===== src/lbt_pkg.sv =====
// lbt_pkg: shared types, constants and helpers for the led blink timer
// beat structs, controller/datapath command and status, state encoding
// no dependencies
`timescale 1ns / 1ps

package lbt_pkg;

   localparam int unsigned MaxDurationSec = 60;
   localparam int unsigned MsPerSec       = 1000;
   localparam int unsigned TickReset      = 5;

   localparam int unsigned TickWidth   = 8;
   localparam int unsigned MsWidth     = 16;
   localparam int unsigned NextWidth   = MsWidth + 1;
   localparam int unsigned DivisorWidth = 9;
   localparam int unsigned DivSteps    = MsWidth;
   localparam int unsigned DivCntWidth = $clog2(DivSteps);
   localparam int unsigned CsrAddrWidth = 3;
   localparam int unsigned CsrDataWidth = 32;

   // register index taken from paddr[2]
   localparam logic CsrRegMsPerTick = 1'b0;

   localparam logic CmdTick  = 1'b0;
   localparam logic CmdStart = 1'b1;

   localparam logic [1:0] ColorRed   = 2'd0;
   localparam logic [1:0] ColorGreen = 2'd1;
   localparam logic [1:0] ColorBlue  = 2'd2;
   localparam logic [1:0] ColorNone  = 2'd3;

   typedef struct packed {
      logic       command;
      logic [1:0] color;
      logic [7:0] duration_sec;
      logic [7:0] blink_count;
   } req_type;

   typedef struct packed {
      logic accepted;
      logic busy_res;
      logic red_on;
      logic green_on;
      logic blue_on;
   } rsp_type;

   typedef struct packed {
      logic accept;
      logic start;
      logic tick;
      logic div_step;
      logic load_interval;
      logic load_rsp;
   } cmd_type;

   typedef struct packed {
      logic start_ok;
      logic is_tick;
      logic div_last;
   } status_type;

   typedef enum logic [3:0] {
      StIdle = 4'b0001,
      StDiv  = 4'b0010,
      StLoad = 4'b0100,
      StEmit = 4'b1000
   } state_type;

   function automatic logic [2:0] color_bit(input logic [1:0] c);
      logic [2:0] b;
      case (c)
         ColorRed:   b = 3'b001;
         ColorGreen: b = 3'b010;
         ColorBlue:  b = 3'b100;
         default:    b = 3'b000;
      endcase
      return b;
   endfunction

endpackage


===== src/lbt_ctrl.sv =====
// lbt_ctrl: sequencing state machine for the led blink timer
// issues datapath commands, depends on lbt_pkg
`timescale 1ns / 1ps

module lbt_ctrl (
   input  logic                clock,
   input  logic                reset,
   input  logic                req_valid,
   output logic                req_stall,
   input  logic                rsp_free,
   input  lbt_pkg::status_type status,
   output lbt_pkg::cmd_type    cmd
);
   import lbt_pkg::*;

   state_type state_ff;
   state_type state_in;
   logic      accept;

   assign req_stall = (state_ff != StIdle);
   assign accept    = req_valid && (state_ff == StIdle);

   always_comb begin
      state_in          = state_ff;
      cmd               = '0;
      cmd.accept        = accept;
      cmd.start         = accept && status.start_ok;
      cmd.tick          = accept && status.is_tick;
      unique case (state_ff)
         StIdle: begin
            if (accept) begin
               state_in = status.start_ok ? StDiv : StEmit;
            end
         end
         StDiv: begin
            cmd.div_step = 1'b1;
            if (status.div_last) begin
               state_in = StLoad;
            end
         end
         StLoad: begin
            cmd.load_interval = 1'b1;
            state_in          = StEmit;
         end
         StEmit: begin
            if (rsp_free) begin
               cmd.load_rsp = 1'b1;
               state_in     = StIdle;
            end
         end
         default: state_in = StIdle;
      endcase
   end

   always_ff @(posedge clock) begin
      if (reset) begin
         state_ff <= StIdle;
      end else begin
         state_ff <= state_in;
      end
   end

endmodule


===== src/lbt_datapath.sv =====
// lbt_datapath: blink state, millisecond counters and serial divider
// driven by lbt_ctrl commands, depends on lbt_pkg
`timescale 1ns / 1ps

module lbt_datapath (
   input  logic                                clock,
   input  logic                                reset,
   input  lbt_pkg::req_type                    req_data,
   input  logic [lbt_pkg::TickWidth-1:0]       ms_per_tick,
   input  lbt_pkg::cmd_type                    cmd,
   output lbt_pkg::status_type                 status,
   output lbt_pkg::rsp_type                    rsp_next
);
   import lbt_pkg::*;

   logic                    running_ff, running_in;
   logic [1:0]              active_color_ff, active_color_in;
   logic [MsWidth-1:0]      elapsed_ff, elapsed_in;
   logic [MsWidth-1:0]      total_ff, total_in;
   logic [MsWidth-1:0]      interval_ff, interval_in;
   logic [NextWidth-1:0]    next_ff, next_in;
   logic [2:0]              led_ff, led_in;
   logic                    acc_ff, acc_in;
   logic [DivisorWidth-1:0] divisor_ff, divisor_in;
   logic [DivisorWidth-1:0] rem_ff, rem_in;
   logic [MsWidth-1:0]      quot_ff, quot_in;
   logic [DivCntWidth-1:0]  cnt_ff, cnt_in;

   logic [17:0]             total_ms_full;
   logic [DivisorWidth:0]   trial;
   logic                    trial_ge;
   logic [MsWidth-1:0]      elapsed_base;
   logic [2:0]              active_bit;
   logic                    dur_ok;

   assign dur_ok = (req_data.duration_sec != 8'd0) &&
                   ({24'd0, req_data.duration_sec} <= MaxDurationSec);
   assign status.start_ok = (req_data.command == CmdStart) && !running_ff && dur_ok;
   assign status.is_tick  = (req_data.command == CmdTick);
   assign status.div_last = (cnt_ff == DivCntWidth'(DivSteps - 1));

   assign total_ms_full = 18'(req_data.duration_sec) * 18'(MsPerSec);
   assign active_bit    = color_bit(active_color_ff);

   // one quotient bit per step
   assign trial    = {rem_ff, quot_ff[MsWidth-1]};
   assign trial_ge = (trial >= {1'b0, divisor_ff});

   always_comb begin
      running_in      = running_ff;
      active_color_in = active_color_ff;
      elapsed_in      = elapsed_ff;
      total_in        = total_ff;
      interval_in     = interval_ff;
      next_in         = next_ff;
      led_in          = led_ff;
      acc_in          = acc_ff;
      divisor_in      = divisor_ff;
      rem_in          = rem_ff;
      quot_in         = quot_ff;
      cnt_in          = cnt_ff;
      elapsed_base    = elapsed_ff;

      if (cmd.accept) begin
         acc_in = cmd.start;
      end

      if (cmd.start) begin
         running_in      = 1'b1;
         active_color_in = req_data.color;
         led_in          = led_ff | color_bit(req_data.color);
         elapsed_in      = '0;
         total_in        = total_ms_full[MsWidth-1:0];
         quot_in         = total_ms_full[MsWidth-1:0];
         rem_in          = '0;
         cnt_in          = '0;
         if (req_data.blink_count > 8'd1) begin
            divisor_in = {req_data.blink_count, 1'b0} - DivisorWidth'(1);
         end else begin
            divisor_in = DivisorWidth'(1);
         end
      end

      if (cmd.tick && running_ff) begin
         if ({1'b0, elapsed_ff} >= next_ff) begin
            led_in  = led_ff ^ active_bit;
            next_in = next_ff + {1'b0, interval_ff};
         end
         if (elapsed_ff > total_ff) begin
            led_in       = led_in & ~active_bit;
            running_in   = 1'b0;
            elapsed_base = '0;
         end
         elapsed_in = elapsed_base + {{(MsWidth-TickWidth){1'b0}}, ms_per_tick};
      end

      if (cmd.div_step) begin
         if (trial_ge) begin
            rem_in = DivisorWidth'(trial - {1'b0, divisor_ff});
         end else begin
            rem_in = trial[DivisorWidth-1:0];
         end
         quot_in = {quot_ff[MsWidth-2:0], trial_ge};
         cnt_in  = cnt_ff + DivCntWidth'(1);
      end

      if (cmd.load_interval) begin
         interval_in = quot_ff;
         next_in     = {1'b0, quot_ff};
      end
   end

   always_ff @(posedge clock) begin
      if (reset) begin
         running_ff      <= 1'b0;
         active_color_ff <= ColorGreen;
         elapsed_ff      <= '0;
         total_ff        <= '0;
         interval_ff     <= '0;
         next_ff         <= '0;
         led_ff          <= '0;
         acc_ff          <= 1'b0;
      end else begin
         running_ff      <= running_in;
         active_color_ff <= active_color_in;
         elapsed_ff      <= elapsed_in;
         total_ff        <= total_in;
         interval_ff     <= interval_in;
         next_ff         <= next_in;
         led_ff          <= led_in;
         acc_ff          <= acc_in;
      end
   end

   always_ff @(posedge clock) begin
      divisor_ff <= divisor_in;
      rem_ff     <= rem_in;
      quot_ff    <= quot_in;
      cnt_ff     <= cnt_in;
   end

   assign rsp_next.accepted = acc_ff;
   assign rsp_next.busy_res = running_ff;
   assign rsp_next.red_on   = led_ff[0];
   assign rsp_next.green_on = led_ff[1];
   assign rsp_next.blue_on  = led_ff[2];

   // only the active led can be lit
   a_led_active_only: assert property (@(posedge clock) disable iff (reset)
      (led_ff & ~active_bit) == 3'b000)
      else $error("led lit that is not the active color");

   a_dark_when_idle: assert property (@(posedge clock) disable iff (reset)
      !running_ff |-> (led_ff == 3'b000))
      else $error("led lit while no sequence runs");

   a_start_runs: assert property (@(posedge clock) disable iff (reset)
      cmd.start |=> running_ff && acc_ff)
      else $error("accepted start did not begin a sequence");

   a_interval_nonzero: assert property (@(posedge clock) disable iff (reset)
      cmd.load_interval |=> (interval_ff != '0) && (next_ff == {1'b0, interval_ff}))
      else $error("divider produced a zero toggle interval");

endmodule


===== src/led_blink_timer.sv =====
// led_blink_timer: top level of the three-color led blink sequencer
// holds the csr register and the result beat register, uses lbt_pkg, lbt_ctrl, lbt_datapath
//
//   channel  direction  handshake           payload
//   req_     in         req_valid/req_stall req_data (lbt_pkg::req_type)
//   rsp_     out        rsp_valid/rsp_stall rsp_data (lbt_pkg::rsp_type)
//   csr_     in         apb psel/penable    ms_per_tick at byte address 0
//
// tick beats and refused starts: result registered in StEmit when rsp_free is high
// accepted start: 16-step serial divider, then StLoad, then result registered in StEmit
// one beat at a time; req_stall stays high until the result is registered
// a held rsp_stall delays only the hand-off into the result register
// synchronous reset clears sequence state and sets ms_per_tick to 5
`timescale 1ns / 1ps

module led_blink_timer (
   input  logic                               clock,
   input  logic                               reset,
   input  logic                               req_valid,
   output logic                               req_stall,
   input  lbt_pkg::req_type                   req_data,
   output logic                               rsp_valid,
   input  logic                               rsp_stall,
   output lbt_pkg::rsp_type                   rsp_data,
   input  logic                               csr_psel,
   input  logic                               csr_penable,
   input  logic                               csr_pwrite,
   input  logic [lbt_pkg::CsrAddrWidth-1:0]   csr_paddr,
   input  logic [lbt_pkg::CsrDataWidth-1:0]   csr_pwdata,
   output logic [lbt_pkg::CsrDataWidth-1:0]   csr_prdata,
   output logic                               csr_pready
);
   import lbt_pkg::*;

   logic [TickWidth-1:0] ms_per_tick_ff, ms_per_tick_in;
   logic                 rsp_valid_ff, rsp_valid_in;
   rsp_type              rsp_data_ff, rsp_data_in;
   rsp_type              rsp_next;
   cmd_type              cmd;
   status_type           status;
   logic                 rsp_free;
   logic                 csr_write;

   assign csr_pready = 1'b1;
   assign csr_write  = csr_psel && csr_penable && csr_pwrite && csr_pready;

   always_comb begin
      ms_per_tick_in = ms_per_tick_ff;
      if (csr_write && (csr_paddr[2] == CsrRegMsPerTick)) begin
         ms_per_tick_in = csr_pwdata[TickWidth-1:0];
      end
   end

   always_comb begin
      unique case (csr_paddr[2])
         CsrRegMsPerTick: csr_prdata = {{(CsrDataWidth-TickWidth){1'b0}}, ms_per_tick_ff};
         default:         csr_prdata = '0;
      endcase
   end

   assign rsp_free = !rsp_valid_ff || !rsp_stall;

   always_comb begin
      rsp_valid_in = rsp_valid_ff;
      rsp_data_in  = rsp_data_ff;
      if (rsp_valid_ff && !rsp_stall) begin
         rsp_valid_in = 1'b0;
      end
      if (cmd.load_rsp) begin
         rsp_valid_in = 1'b1;
         rsp_data_in  = rsp_next;
      end
   end

   always_ff @(posedge clock) begin
      if (reset) begin
         ms_per_tick_ff <= TickWidth'(TickReset);
         rsp_valid_ff   <= 1'b0;
      end else begin
         ms_per_tick_ff <= ms_per_tick_in;
         rsp_valid_ff   <= rsp_valid_in;
      end
   end

   always_ff @(posedge clock) begin
      rsp_data_ff <= rsp_data_in;
   end

   assign rsp_valid = rsp_valid_ff;
   assign rsp_data  = rsp_data_ff;

   lbt_ctrl u_ctrl (
      .clock     (clock),
      .reset     (reset),
      .req_valid (req_valid),
      .req_stall (req_stall),
      .rsp_free  (rsp_free),
      .status    (status),
      .cmd       (cmd)
   );

   lbt_datapath u_datapath (
      .clock       (clock),
      .reset       (reset),
      .req_data    (req_data),
      .ms_per_tick (ms_per_tick_ff),
      .cmd         (cmd),
      .status      (status),
      .rsp_next    (rsp_next)
   );

endmodule

===== config.mk =====
export PLATFORM = sky130hd
export DESIGN_NAME = led_blink_timer
export DESIGN_NICKNAME = d
export VERILOG_FILES = /design/src/lbt_pkg.sv /design/src/lbt_ctrl.sv /design/src/lbt_datapath.sv /design/src/led_blink_timer.sv
export SDC_FILE = /design/constraint.sdc
export NUM_CORES = 1
export LEC_CHECK = 0
export ABC_AREA = 1
export BUFFER_PORTS_ARGS = -buffer_cell sky130_fd_sc_hd__clkbuf_2
export CAP_MARGIN = 0
export CELL_PAD_IN_SITES_DETAIL_PLACEMENT = 0
export CELL_PAD_IN_SITES_GLOBAL_PLACEMENT = 1
export CORE_AREA = 5 5 146 148
export DETAILED_ROUTE_END_ITERATION = 12
export DIE_AREA = 0 0 151 153
export PLACE_DENSITY_LB_ADDON = 0.15
export SLEW_MARGIN = 20
export SYNTH_ARGS = -nofsm -noshare
export SYNTH_HDL_FRONTEND = slang
export SYNTH_HIERARCHICAL = 1
export SYNTH_SLANG_ARGS = --single-unit

===== constraint.sdc =====
create_clock -name clock -period 6.5 [get_ports clock]
set_input_delay 1.3 -clock clock [delete_from_list [all_inputs] [get_ports clock]]
set_output_delay 1.3 -clock clock [all_outputs]
set_load 0.01 [all_outputs]

==> reports/results.tsv <==
metric	value	unit
status	finished, final reports clean	
antenna-violating nets left	0	
Yosys cell types	52	
syn_area_per_cell	7.59	sq um
FF-to-FF setup slack	2960	ps
Pins Over Slew Limit	0	
drt drc	0	
Congestion Overflow GR	0	
Post-synth EDFFs	42	
Area contributors post-synth	dfxtp_1 (18%), edfxtp_1 (14%), ha_1 (13%)	
CTS Root Cell	clkbuf_16	
Min Hold Slack	432	ps
Max VDD drop	0.164	mV
Global Route Usage Sum	19.0	%
Setup Crit Path Kind	input pin to register	
Core Util, Final	51.5	%
Hold Vio Cnt, Final	0	
sequential share of the synthesized area	31.3	%
Pre-antenna DRT Iters	5	
Cell Chain, Critical Path	clkbuf_2 -> fa_1 -> inv_1 -> fa_1 -> fa_1 -> fa_1 -> inv_1 -> ha_1 -> nand3_1 -> nand2_1 -> a21oi_1 -> o21ai_0 -> nand2_1 -> nand2_1 -> nand2_1 -> nand3_1 -> a31oi_1	
Slew headroom	45.7	%
Inserted Clock Buffers	17	
I/O pins	101	
clock buffer depth	2	
maxcap violations	0	
Die ar.	23100	sq um
Die W	151	microns
vias in the first global route	7325	
first-pass GRT wire length	35700	microns
share of layout cells above drive strength 1	10.9	%
Worst Setup End Kind	register	
worst-skew pair later-pin latency	420	ps
# clock sinks	124	
Initial Util	46.7	%
largest net degree at the start of global routing	56	
PwrDens	245	nW/um^2
H-tree levels	4	
mux contribution to synthesized area	0.108	%
fin crit share	73.6	%
Syn-to-layout area delta	10.4	%
Crit path arrival time	4930	ps
post-synthesis compound-gate area fraction	12.8	%
dpl hpwl	16400	microns
Synth async-reset ratio	0	%
CP max stage cell	fa_1	
number of setup buffers added after CTS	0	
Yosys warning count	6	
Static Leak	0.00495	uW
adder-cell share of the synthesized area	18.4	%
crit path max fanout	5	
Hold Crit Class	register to register	
Placeable Area	19900	sq um
CTS tree	yes	
Slew @ Worst Pin	814	ps
Via density	4.88	
final setup TNS	0	ps
Synth Area in XOR/XNOR	2.64	%
Resized Gates After CTS	0	
Worst path max stage delay	570	ps
min Tclk post-route	4780	ps
commonest cells in the netlist	nand2_1 (255), inv_1 (186), a21oi_1 (115), nor2_1 (104), ha_1 (98)	
DIE HEIGHT	153	microns
number of diodes	0	
vias	7546	
Synth area leader	dfxtp_1	
fmax	0.209	GHz
simple-gate share of the synthesized area	23.0	%
Clock transition at path regs	60	ps
DR WL/cell	13.5	microns
cts hold-fix bufs	0	
data required time of the worst path	6650	ps
final number of setup-violating endpoints	0	
Total Wirelength	20900	microns
share of the synthesized area in the top cell type	17.7	%
Worst setup SP type	input pin	
Final #Nets	1446	
initial detailed-routing violation count	297	
row count	52	
largest family of logic cells by synthesized area	simple AND/OR/NAND/NOR gates	
Port-buffer cells	49	
RSZ-0062 raised after global routing	no	
#FFs+latches synth	124	
top-count cell post-synth	nand2_1	
Placer Congestion	0.896	
Mapped Cells	1224	
Mapped Area	9290	sq um
final-layout fill cell count	2039	
Setup Skew	9.15	ps
antenna violations before repair	0	
Most used DFF post-synth	dfxtp_1	
-- worst paths after layout --
| kind | from | endpoint | cells after the start |
|---|---|---|---|
| worst max register to register | u_datapath/elapsed_ff[13]$_SDFFE_PP0P_ | u_datapath/elapsed_ff[12]$_SDFFE_PP0P_ | 21 |
| worst min register to register | u_datapath/acc_ff$_SDFFE_PP0P_ | rsp_data[4]$_DFFE_PP_ | 0 |
| worst max-delay path | req_data[8] | u_datapath/quot_ff[14]$_DFFE_PP_ | 17 |
| worst min-delay path | u_datapath/acc_ff$_SDFFE_PP0P_ | rsp_data[4]$_DFFE_PP_ | 0 |
-- cell usage in the layout, fill, tap and decap left out, types with 9 or more instances in the layout --
master,Yosys,routed
inv_1,186,186
nor2_1,104,103
o21ai_0,57,57
edfxtp_1,42,42
nand4_1,9,9
fa_1,24,24
clkbuf_2,0,49
nand3_1,59,59
xnor2_1,17,17
nor2_2,10,11
clkbuf_16,0,17
ha_1,98,98
dfxtp_1,82,82
nand2_1,255,255
conb_1,2,25
a21oi_1,115,115
xor2_1,11,11
o21ai_1,9,9
-- stage by stage --
step	area (sq um)	std cells	total power [uW]	setup WS (ps)
4_1_cts	10300	1546	2550	1700
2_1_floorplan	9380	1247	1400	1690
3_3_place_gp	9630	1514	1520	1350
3_5_place_dp	9630	1514	1530	1270
6_report	10300	1546	2510	1720
5_1_grt	10300	1546	2680	1410
-- cell type report --
cell class / instances / area (sq um) / share of cell area [%]
repair buffers: 53 / 275 / 2.68
inverters: 195 / 736 / 7.18
well taps: 270 / 338 / 3.29
multi-input cells: 872 / 5380 / 52.5
clock inverters: 14 / 183 / 1.78
flip-flops and latches: 124 / 2900 / 28.3
clock buffers: 18 / 439 / 4.28
-- cell families after synthesis --
kind of cell | Yosys count
DFF | 124
other | 2
adders and majority gates | 122
AOI/OAI and AO/OA | 217
and+or+nand+nor | 479
xor gates and xnor gates | 28
muxes | 1
buffers and inverters | 251
-- registers in the layout, summed over array words and instances, names as in the netlist --
signal / cells
u_datapath/next_ff: 17
u_datapath/elapsed_ff: 16
u_datapath/interval_ff: 16
u_datapath/quot_ff: 16
u_datapath/total_ff: 13
u_datapath/rem_ff: 9
ms_per_tick_ff: 8
u_datapath/divisor_ff: 8
rsp_data: 5
u_ctrl/state_ff: 4
u_datapath/cnt_ff: 4
u_datapath/led_ff: 3
u_datapath/active_color_ff: 2
rsp_valid: 1
u_datapath/acc_ff: 1
u_datapath/running_ff: 1
-- routing by layer --
metal,GRT usage [%],wire (microns),vias to the layer above
li1,-,-,3991
met1,25.7,9930,3436
met2,31.4,10000,96
met3,2.90,584,23
met4,5.83,363,0
met5,0,0,-
-- critical path: cells and delay by family --
kind                     cells  cell delay [ps]
buffers and inverters        3              250
AND/OR/NAND/NOR              6              490
AO/OA/AOI/OAI                3              420
adder cells (fa/ha/maj)      5             2460
-- power by group --
part           switching (uW)  internal (uW)  leakage (uW)
registers                12.8            851       0.00104
logic                     405            238       0.00360
clock network             380            623      0.000306
total                     799           1710       0.00495
Power figures use the tool's default switching activity.
